--- config.mk ---
export PLATFORM = sky130hd
export DESIGN_NAME = int8_conv_mac_requantize_unit
export DESIGN_NICKNAME = d
export VERILOG_FILES = /design/src/rtl/icmr_pkg.sv /design/src/rtl/icmr_front.sv /design/src/rtl/icmr_queue.sv /design/src/rtl/icmr_back.sv /design/src/rtl/int8_conv_mac_requantize_unit.sv
export SDC_FILE = /design/constraint.sdc
export NUM_CORES = 2
export LEC_CHECK = 0
export ABC_CLOCK_PERIOD_IN_PS = 10250
export BUFFER_PORTS_ARGS = -buffer_cell sky130_fd_sc_hd__clkbuf_2
export CAP_MARGIN = 20
export CORE_ASPECT_RATIO = 0.8
export CORE_MARGIN = 8
export CORE_UTILIZATION = 59
export DETAILED_ROUTE_END_ITERATION = 12
export PLACE_DENSITY = 0.88
export SYNTH_ARGS = -nofsm -noshare
export SYNTH_HDL_FRONTEND = slang
export SYNTH_SLANG_ARGS = --single-unit
--- constraint.sdc ---
create_clock -name clock -period 10.25 [get_ports clock]
set_input_delay 0.5125 -clock clock [delete_from_list [all_inputs] [get_ports clock]]
set_output_delay 0.5125 -clock clock [all_outputs]
set_load 0.05 [all_outputs]
--- src/rtl/icmr_pkg.sv ---
// ----------------------------------------------------------------------------
// icmr_pkg
// Shared types and constants of the int8 convolution MAC / requantize unit.
// ----------------------------------------------------------------------------
package icmr_pkg;

   localparam int BIAS_SHIFT_DEFAULT = 8;
   localparam int CH_SHIFT_MAX       = 63;
   localparam int QUEUE_DEPTH        = 2;

   localparam int CSR_IDX_W = 2;
   localparam logic [CSR_IDX_W-1:0] CSR_INPUT_ZERO_POINT = 2'd0;
   localparam logic [CSR_IDX_W-1:0] CSR_OUTPUT_OFFSET    = 2'd1;
   localparam logic [CSR_IDX_W-1:0] CSR_PRELU_ENABLE     = 2'd2;

   typedef struct packed {
      logic signed [15:0] product;
      logic               last_term;
      logic signed [47:0] channel_bias;
      logic signed [31:0] channel_mult;
      logic [5:0]         channel_shift;
      logic signed [31:0] leak_mult;
      logic [5:0]         leak_shift;
   } entry_type;

   typedef struct packed {
      logic signed [7:0] output_offset;
      logic              prelu_enable;
   } back_cfg_type;

endpackage

--- src/rtl/icmr_front.sv ---
// ----------------------------------------------------------------------------
// icmr_front
// Input stage: pad substitution, 8x8 signed product, beat packing.
// ----------------------------------------------------------------------------
module icmr_front (
   input  logic                   clock,
   input  logic                   reset,
   input  logic                   req_valid,
   output logic                   req_stall,
   input  logic signed [7:0]      req_activation,
   input  logic signed [7:0]      req_weight,
   input  logic                   req_is_pad,
   input  logic                   req_last_term,
   input  logic signed [47:0]     req_channel_bias,
   input  logic signed [31:0]     req_channel_mult,
   input  logic [5:0]             req_channel_shift,
   input  logic signed [31:0]     req_leak_mult,
   input  logic [5:0]             req_leak_shift,
   input  logic signed [7:0]      input_zero_point,
   output logic                   push_valid,
   input  logic                   push_ready,
   output icmr_pkg::entry_type    push_entry
);

   logic                valid_ff, valid_in;
   icmr_pkg::entry_type entry_ff, entry_in;
   logic                accept;
   logic signed [7:0]   act;

   assign req_stall  = valid_ff && !push_ready;
   assign accept     = req_valid && !req_stall;
   assign push_valid = valid_ff;
   assign push_entry = entry_ff;

   always_comb begin
      act = req_is_pad ? 8'(8'sd0 - input_zero_point) : req_activation;
      entry_in.product       = 16'(act) * 16'(req_weight);
      entry_in.last_term     = req_last_term;
      entry_in.channel_bias  = req_channel_bias;
      entry_in.channel_mult  = req_channel_mult;
      entry_in.channel_shift = req_channel_shift;
      entry_in.leak_mult     = req_leak_mult;
      entry_in.leak_shift    = req_leak_shift;
      valid_in = accept || (valid_ff && !push_ready);
   end

   always_ff @(posedge clock) begin
      if (reset) begin
         valid_ff <= 1'b0;
      end else begin
         valid_ff <= valid_in;
      end
      if (accept) begin
         entry_ff <= entry_in;
      end
   end

endmodule

--- src/rtl/icmr_queue.sv ---
// ----------------------------------------------------------------------------
// icmr_queue
// Short FIFO between the front and back stages.
// ----------------------------------------------------------------------------
module icmr_queue (
   input  logic                clock,
   input  logic                reset,
   input  logic                push_valid,
   output logic                push_ready,
   input  icmr_pkg::entry_type push_entry,
   output logic                pop_valid,
   input  logic                pop,
   output icmr_pkg::entry_type pop_entry
);

   localparam int DEPTH = icmr_pkg::QUEUE_DEPTH;
   localparam int PW    = $clog2(DEPTH);
   localparam int CW    = $clog2(DEPTH + 1);
   localparam logic [PW-1:0] LAST_PTR = PW'(DEPTH - 1);

   icmr_pkg::entry_type store_ff [DEPTH];
   logic [PW-1:0] wr_ptr_ff, wr_ptr_in, rd_ptr_ff, rd_ptr_in;
   logic [CW-1:0] count_ff, count_in;
   logic          do_push, do_pop;

   assign push_ready = count_ff != CW'(DEPTH);
   assign pop_valid  = count_ff != '0;
   assign pop_entry  = store_ff[rd_ptr_ff];
   assign do_push    = push_valid && push_ready;
   assign do_pop     = pop && pop_valid;

   always_comb begin
      wr_ptr_in = wr_ptr_ff;
      rd_ptr_in = rd_ptr_ff;
      if (do_push) begin
         wr_ptr_in = (wr_ptr_ff == LAST_PTR) ? '0 : wr_ptr_ff + PW'(1);
      end
      if (do_pop) begin
         rd_ptr_in = (rd_ptr_ff == LAST_PTR) ? '0 : rd_ptr_ff + PW'(1);
      end
      count_in = count_ff + CW'(do_push) - CW'(do_pop);
   end

   always_ff @(posedge clock) begin
      if (reset) begin
         wr_ptr_ff <= '0;
         rd_ptr_ff <= '0;
         count_ff  <= '0;
      end else begin
         wr_ptr_ff <= wr_ptr_in;
         rd_ptr_ff <= rd_ptr_in;
         count_ff  <= count_in;
      end
      if (do_push) begin
         store_ff[wr_ptr_ff] <= push_entry;
      end
   end

endmodule

--- src/rtl/icmr_back.sv ---
// ----------------------------------------------------------------------------
// icmr_back
// Accumulator and requantize sequencer: bias, optional PReLU scaling,
// channel scaling through a shared 32x32 multiplier, rounding shifts, clamp.
// ----------------------------------------------------------------------------
module icmr_back #(
   parameter int BIAS_SHIFT = icmr_pkg::BIAS_SHIFT_DEFAULT
) (
   input  logic                   clock,
   input  logic                   reset,
   input  icmr_pkg::back_cfg_type cfg,
   input  logic                   pop_valid,
   output logic                   pop,
   input  icmr_pkg::entry_type    pop_entry,
   output logic                   rsp_valid,
   input  logic                   rsp_stall,
   output logic signed [7:0]      rsp_out_value
);

   localparam int TSH_W = $clog2(icmr_pkg::CH_SHIFT_MAX + BIAS_SHIFT + 1);

   localparam logic [2:0] ST_ACC  = 3'd0;
   localparam logic [2:0] ST_BIAS = 3'd1;
   localparam logic [2:0] ST_MLO  = 3'd2;
   localparam logic [2:0] ST_MHI  = 3'd3;
   localparam logic [2:0] ST_MCMB = 3'd4;
   localparam logic [2:0] ST_RADD = 3'd5;
   localparam logic [2:0] ST_RSHF = 3'd6;
   localparam logic [2:0] ST_OUT  = 3'd7;

   logic [2:0]   state_ff, state_in;
   logic [31:0]  acc_ff, acc_in;
   logic [31:0]  sum_ff, sum_in;
   logic         leak_ph_ff, leak_ph_in;
   logic [63:0]  work_ff, work_in;
   logic [63:0]  mlo_ff, mlo_in;
   logic [31:0]  mhi_ff, mhi_in;
   logic [63:0]  mres_ff, mres_in;
   logic [63:0]  rs_ff, rs_in;
   logic [63:0]  q_ff, q_in;
   logic         rsp_valid_ff, rsp_valid_in;
   logic [7:0]   rsp_value_ff, rsp_value_in;
   logic [47:0]  bias_ff;
   logic [31:0]  cmult_ff, lmult_ff;
   logic [5:0]   cshift_ff, lshift_ff;

   logic         take_last;
   logic         out_load;
   logic [31:0]  mul_a, mul_m;
   logic [63:0]  mul_p;
   logic [TSH_W-1:0] sh;
   logic [31:0]  sh_wide;
   logic [63:0]  half;
   logic [63:0]  shifted;
   logic [31:0]  hi_word;
   logic [31:0]  prod_ext;

   assign pop           = pop_valid && (state_ff == ST_ACC);
   assign take_last     = pop && pop_entry.last_term;
   assign out_load      = (state_ff == ST_OUT) && (!rsp_valid_ff || !rsp_stall);
   assign rsp_valid     = rsp_valid_ff;
   assign rsp_out_value = rsp_value_ff;

   assign mul_m = leak_ph_ff ? lmult_ff : cmult_ff;
   assign mul_a = (state_ff == ST_MLO) ? work_ff[31:0] : work_ff[63:32];
   assign mul_p = {32'b0, mul_a} * {32'b0, mul_m};

   always_comb begin
      sh = leak_ph_ff ? TSH_W'(lshift_ff) : TSH_W'(cshift_ff) + TSH_W'(BIAS_SHIFT);
      sh_wide = 32'(sh);
      if (sh_wide == 32'd0 || sh_wide > 32'd64) begin
         half = '0;
      end else begin
         half = 64'd1 << (sh_wide - 32'd1);
      end
      if (sh_wide >= 32'd64) begin
         shifted = '0;
      end else begin
         shifted = 64'($signed(rs_ff) >>> sh_wide);
      end
      hi_word  = mhi_ff - (mul_m[31] ? work_ff[31:0] : 32'd0);
      prod_ext = 32'(pop_entry.product);
   end

   always_comb begin
      state_in   = state_ff;
      acc_in     = acc_ff;
      sum_in     = sum_ff;
      leak_ph_in = leak_ph_ff;
      work_in    = work_ff;
      mlo_in     = mlo_ff;
      mhi_in     = mhi_ff;
      mres_in    = mres_ff;
      rs_in      = rs_ff;
      q_in       = q_ff;
      unique case (state_ff)
         ST_ACC: begin
            if (pop) begin
               if (pop_entry.last_term) begin
                  sum_in   = acc_ff + prod_ext;
                  acc_in   = '0;
                  state_in = ST_BIAS;
               end else begin
                  acc_in = acc_ff + prod_ext;
               end
            end
         end
         ST_BIAS: begin
            work_in = ({{32{sum_ff[31]}}, sum_ff} << BIAS_SHIFT)
                      + {{16{bias_ff[47]}}, bias_ff};
            leak_ph_in = cfg.prelu_enable && work_in[63];
            state_in   = ST_MLO;
         end
         ST_MLO: begin
            mlo_in   = mul_p;
            state_in = ST_MHI;
         end
         ST_MHI: begin
            mhi_in   = mul_p[31:0];
            state_in = ST_MCMB;
         end
         ST_MCMB: begin
            mres_in  = mlo_ff + {hi_word, 32'b0};
            state_in = ST_RADD;
         end
         ST_RADD: begin
            rs_in    = (sh_wide == 32'd0) ? mres_ff : mres_ff + half;
            state_in = ST_RSHF;
         end
         ST_RSHF: begin
            if (leak_ph_ff) begin
               work_in    = (sh_wide == 32'd0) ? rs_ff : shifted;
               leak_ph_in = 1'b0;
               state_in   = ST_MLO;
            end else begin
               q_in     = ((sh_wide == 32'd0) ? rs_ff : shifted)
                          + {{56{cfg.output_offset[7]}}, cfg.output_offset};
               state_in = ST_OUT;
            end
         end
         ST_OUT: begin
            if (out_load) begin
               state_in = ST_ACC;
            end
         end
         default: begin
            state_in = ST_ACC;
         end
      endcase
   end

   always_comb begin
      if ($signed(q_ff) < -64'sd128) begin
         rsp_value_in = 8'h80;
      end else if ($signed(q_ff) > 64'sd127) begin
         rsp_value_in = 8'h7F;
      end else begin
         rsp_value_in = q_ff[7:0];
      end
      rsp_valid_in = out_load || (rsp_valid_ff && rsp_stall);
   end

   always_ff @(posedge clock) begin
      if (reset) begin
         state_ff     <= ST_ACC;
         acc_ff       <= '0;
         leak_ph_ff   <= 1'b0;
         rsp_valid_ff <= 1'b0;
      end else begin
         state_ff     <= state_in;
         acc_ff       <= acc_in;
         leak_ph_ff   <= leak_ph_in;
         rsp_valid_ff <= rsp_valid_in;
      end
      sum_ff  <= sum_in;
      work_ff <= work_in;
      mlo_ff  <= mlo_in;
      mhi_ff  <= mhi_in;
      mres_ff <= mres_in;
      rs_ff   <= rs_in;
      q_ff    <= q_in;
      if (out_load) begin
         rsp_value_ff <= rsp_value_in;
      end
      if (take_last) begin
         bias_ff   <= pop_entry.channel_bias;
         cmult_ff  <= pop_entry.channel_mult;
         cshift_ff <= pop_entry.channel_shift;
         lmult_ff  <= pop_entry.leak_mult;
         lshift_ff <= pop_entry.leak_shift;
      end
   end

   a_acc_clears: assert property (@(posedge clock) disable iff (reset)
      take_last |=> acc_ff == 32'd0)
      else $error("accumulator not cleared after last term");

   a_stay_acc: assert property (@(posedge clock) disable iff (reset)
      (state_ff == ST_ACC && !take_last) |=> state_ff == ST_ACC)
      else $error("sequencer left accumulate without a last term");

   a_rsp_source: assert property (@(posedge clock) disable iff (reset)
      $rose(rsp_valid_ff) |-> $past(state_ff) == ST_OUT)
      else $error("result raised outside the output step");

   a_no_pop_busy: assert property (@(posedge clock) disable iff (reset)
      (state_ff != ST_ACC) |-> !pop)
      else $error("queue popped while sequencer busy");

endmodule

--- src/rtl/int8_conv_mac_requantize_unit.sv ---
// ----------------------------------------------------------------------------
// int8_conv_mac_requantize_unit
// Int8 convolution multiply-accumulate with per-channel requantization.
//
// Request channel (req_*): one beat per multiply term, valid/stall handshake.
// A beat with req_last_term closes one output value; the channel fields are
// used only on that beat. Response channel (rsp_*): one beat per closed value
// carrying the clamped int8 result. CSR port: write-only, index 0 input zero
// point, 1 output offset, 2 PReLU enable; write only while the unit is idle.
//
// Throughput: one non-last term per cycle while the back end is accumulating.
// A last term holds the back-end sequencer through its steps, and longer when
// the PReLU pass runs, since each 64x32 product takes a low and a high pass
// through one shared 32x32 multiplier. A two-entry queue lets the front keep
// taking terms meanwhile. A last term goes through the front register, the
// queue and the sequencer steps before rsp_valid rises.
// Reset (synchronous) clears the accumulator, the queue, the CSRs and the
// response valid flag. While rsp_stall is high the result beat holds and the
// queue and front stage fill, after which req_stall rises.
// ----------------------------------------------------------------------------
module int8_conv_mac_requantize_unit #(
   parameter int BIAS_SHIFT = icmr_pkg::BIAS_SHIFT_DEFAULT
) (
   input  logic                           clock,
   input  logic                           reset,
   input  logic                           req_valid,
   output logic                           req_stall,
   input  logic signed [7:0]              req_activation,
   input  logic signed [7:0]              req_weight,
   input  logic                           req_is_pad,
   input  logic                           req_last_term,
   input  logic signed [47:0]             req_channel_bias,
   input  logic signed [31:0]             req_channel_mult,
   input  logic [5:0]                     req_channel_shift,
   input  logic signed [31:0]             req_leak_mult,
   input  logic [5:0]                     req_leak_shift,
   output logic                           rsp_valid,
   input  logic                           rsp_stall,
   output logic signed [7:0]              rsp_out_value,
   input  logic                           csr_write,
   input  logic [icmr_pkg::CSR_IDX_W-1:0] csr_index,
   input  logic [7:0]                     csr_wdata
);

   logic signed [7:0]      izp_ff, izp_in;
   logic signed [7:0]      ofs_ff, ofs_in;
   logic                   prelu_ff, prelu_in;
   icmr_pkg::back_cfg_type back_cfg;
   icmr_pkg::entry_type    push_entry, pop_entry;
   logic                   push_valid, push_ready, pop_valid, pop;

   always_comb begin
      izp_in   = izp_ff;
      ofs_in   = ofs_ff;
      prelu_in = prelu_ff;
      if (csr_write) begin
         unique case (csr_index)
            icmr_pkg::CSR_INPUT_ZERO_POINT: izp_in   = csr_wdata;
            icmr_pkg::CSR_OUTPUT_OFFSET:    ofs_in   = csr_wdata;
            icmr_pkg::CSR_PRELU_ENABLE:     prelu_in = csr_wdata[0];
            default: begin
            end
         endcase
      end
   end

   always_ff @(posedge clock) begin
      if (reset) begin
         izp_ff   <= '0;
         ofs_ff   <= '0;
         prelu_ff <= 1'b0;
      end else begin
         izp_ff   <= izp_in;
         ofs_ff   <= ofs_in;
         prelu_ff <= prelu_in;
      end
   end

   assign back_cfg.output_offset = ofs_ff;
   assign back_cfg.prelu_enable  = prelu_ff;

   icmr_front u_front (
      .clock             (clock),
      .reset             (reset),
      .req_valid         (req_valid),
      .req_stall         (req_stall),
      .req_activation    (req_activation),
      .req_weight        (req_weight),
      .req_is_pad        (req_is_pad),
      .req_last_term     (req_last_term),
      .req_channel_bias  (req_channel_bias),
      .req_channel_mult  (req_channel_mult),
      .req_channel_shift (req_channel_shift),
      .req_leak_mult     (req_leak_mult),
      .req_leak_shift    (req_leak_shift),
      .input_zero_point  (izp_ff),
      .push_valid        (push_valid),
      .push_ready        (push_ready),
      .push_entry        (push_entry)
   );

   icmr_queue u_queue (
      .clock      (clock),
      .reset      (reset),
      .push_valid (push_valid),
      .push_ready (push_ready),
      .push_entry (push_entry),
      .pop_valid  (pop_valid),
      .pop        (pop),
      .pop_entry  (pop_entry)
   );

   icmr_back #(
      .BIAS_SHIFT (BIAS_SHIFT)
   ) u_back (
      .clock         (clock),
      .reset         (reset),
      .cfg           (back_cfg),
      .pop_valid     (pop_valid),
      .pop           (pop),
      .pop_entry     (pop_entry),
      .rsp_valid     (rsp_valid),
      .rsp_stall     (rsp_stall),
      .rsp_out_value (rsp_out_value)
   );

endmodule

==> results_dict.tcl <==
set metrics [dict create \
    status "completed" \
    portBuffers 166 \
    hold_class "input pin to register" \
    dpl_worst_slack_ns 0.462 \
    antenna_left 0 \
    whs_endpoint "ofs_ff[1]" \
    hp-start "csr_wdata[1]" \
    maxCapViolCount 0 \
    critPathKind "register to register" \
    max_slew_margin 0.166 \
    crit_slowest_cell "dfxtp_4" \
    setup_slack_ns 0.510 \
    cts_buffers 94 \
    core_um2 149000 \
    fp.dieH_um 362 \
    overflow 0 \
    hold_viol 0 \
    drcViolationCount 0 \
    ys.flop_type "edfxtp_1" \
    drt_first_pass_iters 8 \
    r2r-end "u_back.mlo_ff[31]" \
    area_growth_pct 9.51 \
    ys_seq_area_frac 0.334 \
    reg2reg_slack_ns 0.51 \
    synth-edff-count 939 \
    rr_startpoint "u_back.leak_ph_ff" \
    synthCells 8457 \
    ctsResizeCount 0 \
    rsz0062_at_grt "false" \
    syn_area_per_cell_um2 10.4 \
    drive_gt1_frac 0.100 \
    crit_arrival_ns 10.10 \
    ys_warn_count 0 \
    cpPeakStageDelay_ns 0.74 \
    fillers 11000 \
    root_buffer "clkbuf_16" \
    grt_pass1_vias 68300 \
    clock_latency_ns 0.79 \
    synth_top_cell_by_area "edfxtp_1" \
    finalSetupViolCount 0 \
    cts_sinks 999 \
    crit_path_end_kind "register" \
    ys_ff_latch 999 \
    syn_nets 10100 \
    clk_path_buf_depth 3 \
    fin_setup_tns_ns 0 \
    synth_top_area_frac 0.320 \
    die_w_um 448 \
    drv_slew 0 \
    fmax_mhz 103 \
    grt_pass1_wl_um 435000 \
    crit_path_start_kind "register" \
    cts.reportedPaths.clkPinSlew_ns 0.06 \
    grt_max_degree 127 \
    async_flop_share 0 \
    hpwl_um 223000 \
    fin_worst_skew_ns 0.128 \
    path_max_fanout 29 \
    reg2regPathDepth 29 \
    path_common_cell "fa_1" \
    final_cell_mix "1032 x inv_1, 1002 x nor2_1, 957 x fa_1, 939 x edfxtp_1, 854 x nand2_1" \
    h-tree-depth 3 \
    holdWs_ns 0.0477 \
    min_period_ns 9.74 \
    final_common_cell "inv_1" \
    grtUsageTotal 0.359 \
    yosysUniqueCellTypes 101 \
    rows 127 \
    dieArea_um2 162000 \
    antenna_found_initial 19 \
    totalWireLength_um 297000 \
    cts_tree "built" \
    start_util 0.591 \
    drtIter0Drc 8923 \
    viasPerCell 6.41 \
    finalCritPeriodShare 0.950 \
    min_path_cells 3 \
    syn-cell-area_um2 88100 \
    synthTopCellsByArea "edfxtp_1 32%, fa_1 22%, ha_1 8.0%" \
    gp_congestion 1.10 \
    layoutNonFillerInstCount 10700 \
    avgRoutedWirePerCell_um 27.7 \
    crit_required_ns 10.61 \
    vias 68900 \
    io_pins 167 \
    nNetsFinal 10300 \
    dp.cells 10400 \
    worst_pin_slew_ns 1.22 \
]
## area by class of cell
| cell class | instances | area [um2] | share of cell area |
|---|---|---|---|
| repair buffers | 484 | 3700 | 0.0383 |
| clock inverters | 65 | 927 | 0.00961 |
| multi-input cells | 6044 | 53600 | 0.555 |
| flip-flops and latches | 999 | 29400 | 0.305 |
| diodes | 14 | 35.0 | 0.000363 |
| well taps | 1999 | 2500 | 0.0259 |
| inverters | 1034 | 3880 | 0.0402 |
| clock buffers | 109 | 2450 | 0.0254 |
## synth_stat cells (all sizes together), types with 7 or more instances
| cell type | instances |
|---|---|
| inv | 1034 |
| nor2 | 1009 |
| fa | 957 |
| edfxtp | 939 |
| nand2 | 858 |
| ha | 561 |
| a21oi | 464 |
| clkbuf | 300 |
| o21ai | 226 |
| mux2 | 217 |
| a21o | 213 |
| mux2i | 210 |
| xnor2 | 205 |
| xor2 | 116 |
| nand3 | 105 |
| nor2b | 84 |
| buf | 80 |
| a211oi | 70 |
| and3 | 69 |
| nand4 | 62 |
| dfxtp | 60 |
| nand2b | 56 |
| o21bai | 48 |
| a31oi | 44 |
| nor3 | 44 |
| mux4 | 42 |
| o21a | 41 |
| and2 | 36 |
| o31ai | 33 |
| a22oi | 28 |
| nor4 | 23 |
| o211ai | 23 |
| or3 | 20 |
| a21boi | 18 |
| a311oi | 14 |
| or2 | 11 |
| a31o | 9 |
| nand3b | 8 |
| a41o | 7 |
| o2111ai | 7 |
| o21ba | 7 |
| o41ai | 7 |
| or4 | 7 |
## flip-flops by register name (all words and copies together) (netlist names), 48 cells and up, named ones only
register	cells
u_back.bias_ff	48
u_back.mlo_ff	64
u_queue.store_ff	282
u_back.work_ff	64
u_back.q_ff	64
u_back.rs_ff	64
u_front.push_entry	141
u_back.mres_ff	64
## per-layer routing
metal,share of wire,track usage,vias to the layer above
met5,0.00034,0,-
met4,0.057,0.156,10
met3,0.15,0.145,1069
met2,0.41,0.506,5267
met1,0.38,0.491,33600
li1,-,-,28900
## how the worst max path moves through the flow
stage,slack (ns),endpoint,startpoint
after floorplan,0.66,u_back.mlo_ff[55],u_back.state_ff[0]
after global placement,0.53,u_back.mhi_ff[31],u_back.state_ff[0]
after detailed placement,0.46,u_back.mlo_ff[55],u_back.state_ff[0]
after CTS,0.31,u_back.mlo_ff[31],u_back.state_ff[0]
after global routing,0.27,u_back.mlo_ff[55],u_back.leak_ph_ff
final,0.51,u_back.mlo_ff[31],u_back.leak_ph_ff
## per-stage QoR
step	utilization	area (um2)
after global placement	0.615	91600
final	0.647	96500
after CTS	0.646	96300
after detailed placement	0.615	91600
after global routing	0.647	96400
after floorplan	-	88100
## worst max-delay path: cells and delay by family (launching register included)
kind	cells	cell delay (ns)
XOR/XNOR	1	0.62
multiplexers	1	0.26
buffers and inverters	8	1.10
flip-flops	1	0.74
AO/OA/AOI/OAI	6	1.27
AND/OR/NAND/NOR	4	0.91
adder cells (fa/ha/maj)	9	4.35
## kinds of logic (layout without fill, tap and decap cells)
family	count (synthesis)	count (layout)	synth area share
buffers and inverters	1414	1692	0.0614
muxes	469	469	0.0624
other	0	14	0
DFF	999	999	0.334
xor gates and xnor gates	321	321	0.0319
AOI/OAI and AO/OA	1323	1323	0.0961
adders and majority gates	1518	1518	0.297
and+or+nand+nor	2413	2413	0.117
## timing repair
| item | CTS | global route |
|---|---|---|
| hold buffers | 130 | 0 |
| buffers inserted | 0 | 8 |
| endpoints found under the hold margin | 131 | 0 |
| endpoints found under the setup margin | 0 | 4 |
Power is left out: the tool's default activity adds up to more than one toggle a clock period on the data nets, which glitch-free logic cannot reach.
